<file path="config.mk">
export PLATFORM = sky130hd
export DESIGN_NAME = cv2d_ctrl
export DESIGN_NICKNAME = d
export VERILOG_FILES = /design/src/hw/rtl/cv2d_pkg.sv /design/src/hw/rtl/cv2d_ctrl.sv
export SDC_FILE = /design/constraint.sdc
export NUM_CORES = 1
export LEC_CHECK = 0
export BUFFER_PORTS_ARGS = -buffer_cell sky130_fd_sc_hd__buf_2
export CAP_MARGIN = 15
export CORE_AREA = 8 8 45 47
export DETAILED_ROUTE_END_ITERATION = 10
export DIE_AREA = 0 0 53 55
export REMOVE_ABC_BUFFERS = 1
export SYNTH_ARGS = -nofsm -noshare
export SYNTH_HDL_FRONTEND = slang
export SYNTH_SLANG_ARGS = --single-unit
</file>
<file path="constraint.sdc">
create_clock -name i_clk -period 4.75 [get_ports i_clk]
set_clock_uncertainty 0.15 [all_clocks]
set_input_delay 1.425 -clock i_clk [delete_from_list [all_inputs] [get_ports i_clk]]
set_output_delay 1.425 -clock i_clk [all_outputs]
set_load 0.02 [all_outputs]
</file>
<file path="src/hw/rtl/cv2d_pkg.sv">
// Shared constants, types and command/status bundles for the 2D convolution block.
package cv2d_pkg;

    // Sizing
    localparam int MAX_SIDE    = 256;
    localparam int MAX_RADIUS  = 2;
    localparam int KSIDE       = 2 * MAX_RADIUS + 1;
    localparam int NTAPS       = KSIDE * KSIDE;
    localparam int FRAME_DEPTH = MAX_SIDE * MAX_SIDE;

    // Derived internal widths
    localparam int ADDR_W   = $clog2(FRAME_DEPTH);
    localparam int SIDE_W   = $clog2(MAX_SIDE + 1);
    localparam int COORD_W  = $clog2(MAX_SIDE);
    localparam int RAD_W    = $clog2(MAX_RADIUS + 1);
    localparam int KW       = $clog2(KSIDE);
    localparam int TAP_W    = $clog2(NTAPS);
    localparam int SZ_W     = 2 * SIDE_W;
    localparam int DIVCNT_W = $clog2(ADDR_W);

    // Port field widths
    localparam int KIND_W     = 2;
    localparam int TAP_IDX_W  = 5;
    localparam int COEF_W     = 18;
    localparam int PIX_W      = 8;
    localparam int CFG_IDX_W  = 2;
    localparam int CFG_DATA_W = 9;
    localparam int RADIUS_W   = 2;

    // Arithmetic
    localparam int FRAC_W = 16;
    localparam int PROD_W = PIX_W + 1 + COEF_W;
    localparam int ACC_W  = PROD_W + $clog2(NTAPS);

    // Register reset values
    localparam logic [CFG_DATA_W-1:0] SIDE_RST   = 9'd256;
    localparam logic [RADIUS_W-1:0]   RADIUS_RST = 2'd1;

    typedef enum logic [KIND_W-1:0] {
        KIND_COEF  = 2'd0,
        KIND_PIXEL = 2'd1,
        KIND_EMIT  = 2'd2
    } t_kind;

    typedef enum logic [CFG_IDX_W-1:0] {
        REG_WIDTH  = 2'd0,
        REG_HEIGHT = 2'd1,
        REG_RADIUS = 2'd2
    } t_cfg_reg;

    typedef enum logic [2:0] {
        S_IDLE,
        S_DIV,
        S_TAPS,
        S_DRAIN,
        S_FIN
    } t_state;

    // Controller to datapath
    typedef struct packed {
        logic coef_wr;
        logic pix_wr;
        logic emit_start;
        logic div_step;
        logic tap_issue;
        logic finish;
    } t_cmd;

    // Datapath to controller
    typedef struct packed {
        logic xy_ok;
        logic tap_last;
        logic pipe_busy;
        logic out_free;
    } t_stat;

endpackage

</file>
<file path="src/hw/rtl/cv2d_ctrl.sv">
// Control state machine: sequences coordinate recovery, tap sweep, drain and result write.
module cv2d_ctrl (
    input  logic                          i_clk,
    input  logic                          i_rst_n,
    input  logic                          i_in_valid,
    input  logic [cv2d_pkg::KIND_W-1:0]   i_kind,
    output logic                          o_in_ready,
    output cv2d_pkg::t_cmd                o_cmd,
    input  cv2d_pkg::t_stat               i_stat
);
    import cv2d_pkg::*;

    t_state r_state;
    t_state n_state;

    // State register
    always_ff @(posedge i_clk) begin
        if (!i_rst_n) begin
            r_state <= S_IDLE;
        end else begin
            r_state <= n_state;
        end
    end

    // Next state and commands
    always_comb begin
        n_state    = r_state;
        o_cmd      = '0;
        o_in_ready = 1'b0;
        case (r_state)
            S_IDLE: begin
                o_in_ready = 1'b1;
                if (i_in_valid) begin
                    case (t_kind'(i_kind))
                        KIND_COEF: begin
                            o_cmd.coef_wr = 1'b1;
                        end
                        KIND_PIXEL: begin
                            o_cmd.pix_wr = 1'b1;
                        end
                        KIND_EMIT: begin
                            o_cmd.emit_start = 1'b1;
                            n_state          = S_DIV;
                        end
                        default: ;
                    endcase
                end
            end
            // recover x,y from the raster address when the width changed
            S_DIV: begin
                if (i_stat.xy_ok) begin
                    n_state = S_TAPS;
                end else begin
                    o_cmd.div_step = 1'b1;
                end
            end
            // one tap per cycle into the MAC pipeline
            S_TAPS: begin
                o_cmd.tap_issue = 1'b1;
                if (i_stat.tap_last) begin
                    n_state = S_DRAIN;
                end
            end
            S_DRAIN: begin
                if (!i_stat.pipe_busy) begin
                    n_state = S_FIN;
                end
            end
            // wait for the output register to free up
            S_FIN: begin
                if (i_stat.out_free) begin
                    o_cmd.finish = 1'b1;
                    n_state      = S_IDLE;
                end
            end
            default: begin
                n_state = S_IDLE;
            end
        endcase
    end

endmodule

</file>
==> run metrics <==
Hold-fix buffers, CTS 0; worst path required time ~3.2 ns; Global Route Usage Sum under 10%; Iter 0 DRT Violations 5; VDD IR max about 0.00013 V; warnings from Yosys 0; final slew viol count 0; total CTS buffers 3; Reg2Reg Capture Point r_state[0]; # fillers ~160; first-pass GRT wire length around 950 um; Largest Register r_state; post-CTS sizing 0; number of flip-flops under the largest register name 3; max cap viols 0; PortBufs 15; worst slew pin tran approximately 0.27 ns; fraction of layout cells with a size suffix above 1 ~53%; CTS Buffer Depth 2; most common cell after layout, fill and taps aside buf_2; DRT Pass-1 Iters 3; H-tree depth 1; final global-route overflow total 0; P_int 0.00006734 W; R2R depth 4; critical path type in2out; most frequent cells in the layout buf_2 (15), nand2_1 (3), clkbuf_4 (3), dfxtp_1 (3); Crit Path Max Fanout 3; CP max stage cell nor4b_1; DRT Wirelength 640 um; crit end category output pin; crit path DAT a little over 2 ns; mean post-synth cell area 8.662 sq um; final setup fails 0; Worst path max stage delay 0.31 ns; Antenna diodes 0; Post-CTS Setup Repair Bufs 0; Clk network pwr share 48.7%; worst hold path type reg2reg; leakage between 0.15 and 0.2 nW; cell count after synthesis 26; Final Cycle Share 76.81%; Sw Ratio 27.36%; CTS tree done; outcome completed; vias in the first global route 248; crit path capture o_cmd[5]; placed cell areas 320.3 sq um; cell mode on critical path buf_2; Initial Util 16.27%; Routed wire per std cell 10.49 um; setup TNS 0 ns; max_slew headroom between 80% and 90%; Remaining DRCs 0; CTS root buf clkbuf_4; Final ANT Viol Nets 0; Max Freq 0.2741 GHz; core area ~0.0014 sq mm; power density over cell area 267.5 mW/mm^2; Post-layout nets 55; placer congestion estimate 0.6920; largest net degree at the start of global routing 10; Horiz. Die Dim approximately 53 um; number of vias per cell ~4.3; Die Height between 50 and 60 um; #FFs+latches synth 3; Mapped Area ~230 sq um; # clock sinks 3; R2R setup slack approximately 3.4 ns; fin area around 350 sq um; Via Count 263; post-DP HPWL 516.8 um; row count 14; Combinational Power Share 20.6%; Synth cell types 18; switching power 0.00002536 W; later-pin clock latency in the skew report 0.23 ns; I/O Pins 16; Worst-path clk slew ~0.040 ns; Setup crit start kind input pin; register share of total power around 30%; Area growth syn-to-layout 53.89%; sequential share of the synthesized area 26.67%; Fin. Hold Viols 0; Tmin final 3.649 ns; initial antenna violation count 0; Critical Path Source i_kind[1]; worst reg2reg startpoint r_state[1]; Largest regs r_state (3); fin util 25.05%; Die Footprint 0.002915 sq mm; RSZ-0062 raised after global routing no; critical-path cell list buf_2 -> nor4b_1 -> buf_2
## kinds of logic after synthesis
| logic type | synth area share, % |
|---|---|
| DFF | 26.67 |
| muxes | 4.445 |
| and+or+nand+nor | 55.56 |
| AOI/OAI and AO/OA | 11.67 |
| buffers and inverters | 1.665 |
## worst max-delay path: cells and delay by family
family                 cells  cell delay, ns
and+or+nand+nor            1            0.31
buffers and inverters      2            0.34
## per-layer routing
metal | track usage (%) | wire (um) | vias to the layer above
met3 | 6.417 | 92 | 0
li1 | - | - | 135
met1 | 3.642 | 230 | 119
met5 | 0 | 0 | -
met4 | 1.293 | 0 | 0
met2 | 7.422 | 317 | 9
## worst min path at each step
| stage | startpoint | endpoint | slack, ns | cells after the start |
|---|---|---|---|---|
| floorplan | r_state[1] | r_state[1] | 0.36 | 2 |
| global placement | r_state[1] | r_state[1] | 0.41 | 2 |
| detailed placement | r_state[1] | r_state[1] | 0.41 | 2 |
| CTS | r_state[1] | r_state[1] | 0.42 | 2 |
| global route | r_state[1] | r_state[1] | 0.46 | 2 |
| finish | r_state[1] | r_state[1] | 0.42 | 2 |
## per-stage QoR
stage	std cells	hold slack [ns]	power (W)	worst slack [ns]
4_1_cts	61	0.4189	0.00009516	1.133
5_1_grt	61	0.4608	0.0001008	1.084
3_5_place_dp	57	0.4120	0.00004820	1.133
6_report	61	0.4168	0.00009270	1.101
2_1_floorplan	26	0.3590	0.00004006	0.9742
3_3_place_gp	57	0.4134	0.00004796	1.163
## cell usage after synthesis, drive strengths merged
library cell	instances	area [sq um]
nor3	2	10.01
inv	1	3.750
dfxtp	3	60.06
nor2	2	7.510
and4b	1	10.01
or3	1	11.26
mux2i	1	10.01
a21boi	1	7.510
o21a	1	7.510
and2b	1	8.760
nand2b	3	21.27
nor4b	2	17.52
nand2	3	11.26
or2b	1	7.510
nand3b	1	7.510
a32o	1	11.26
and4bb	1	12.51
## layout make-up
cell class	count	area [sq um]	area share (%)
multi-input cells	22	161.4	46.57
repair buffers	15	75.07	21.66
flip-flops and latches	3	60.06	17.33
clock buffers	4	26.28	7.581
well taps	16	20.02	5.776
inverters	1	3.754	1.083
## power groups by stage
stage | Combinational [W] | Sequential [W] | Clock, W
after floorplan | 0.0000118 | 0.0000282 | 0
after global placement | 0.0000191 | 0.0000289 | 0
after detailed placement | 0.0000194 | 0.0000288 | 0
after CTS | 0.0000195 | 0.0000284 | 0.0000472
after global routing | 0.0000208 | 0.0000287 | 0.0000514
final | 0.0000191 | 0.0000284 | 0.0000451
Note: power is estimated with default switching activity, not from simulation.
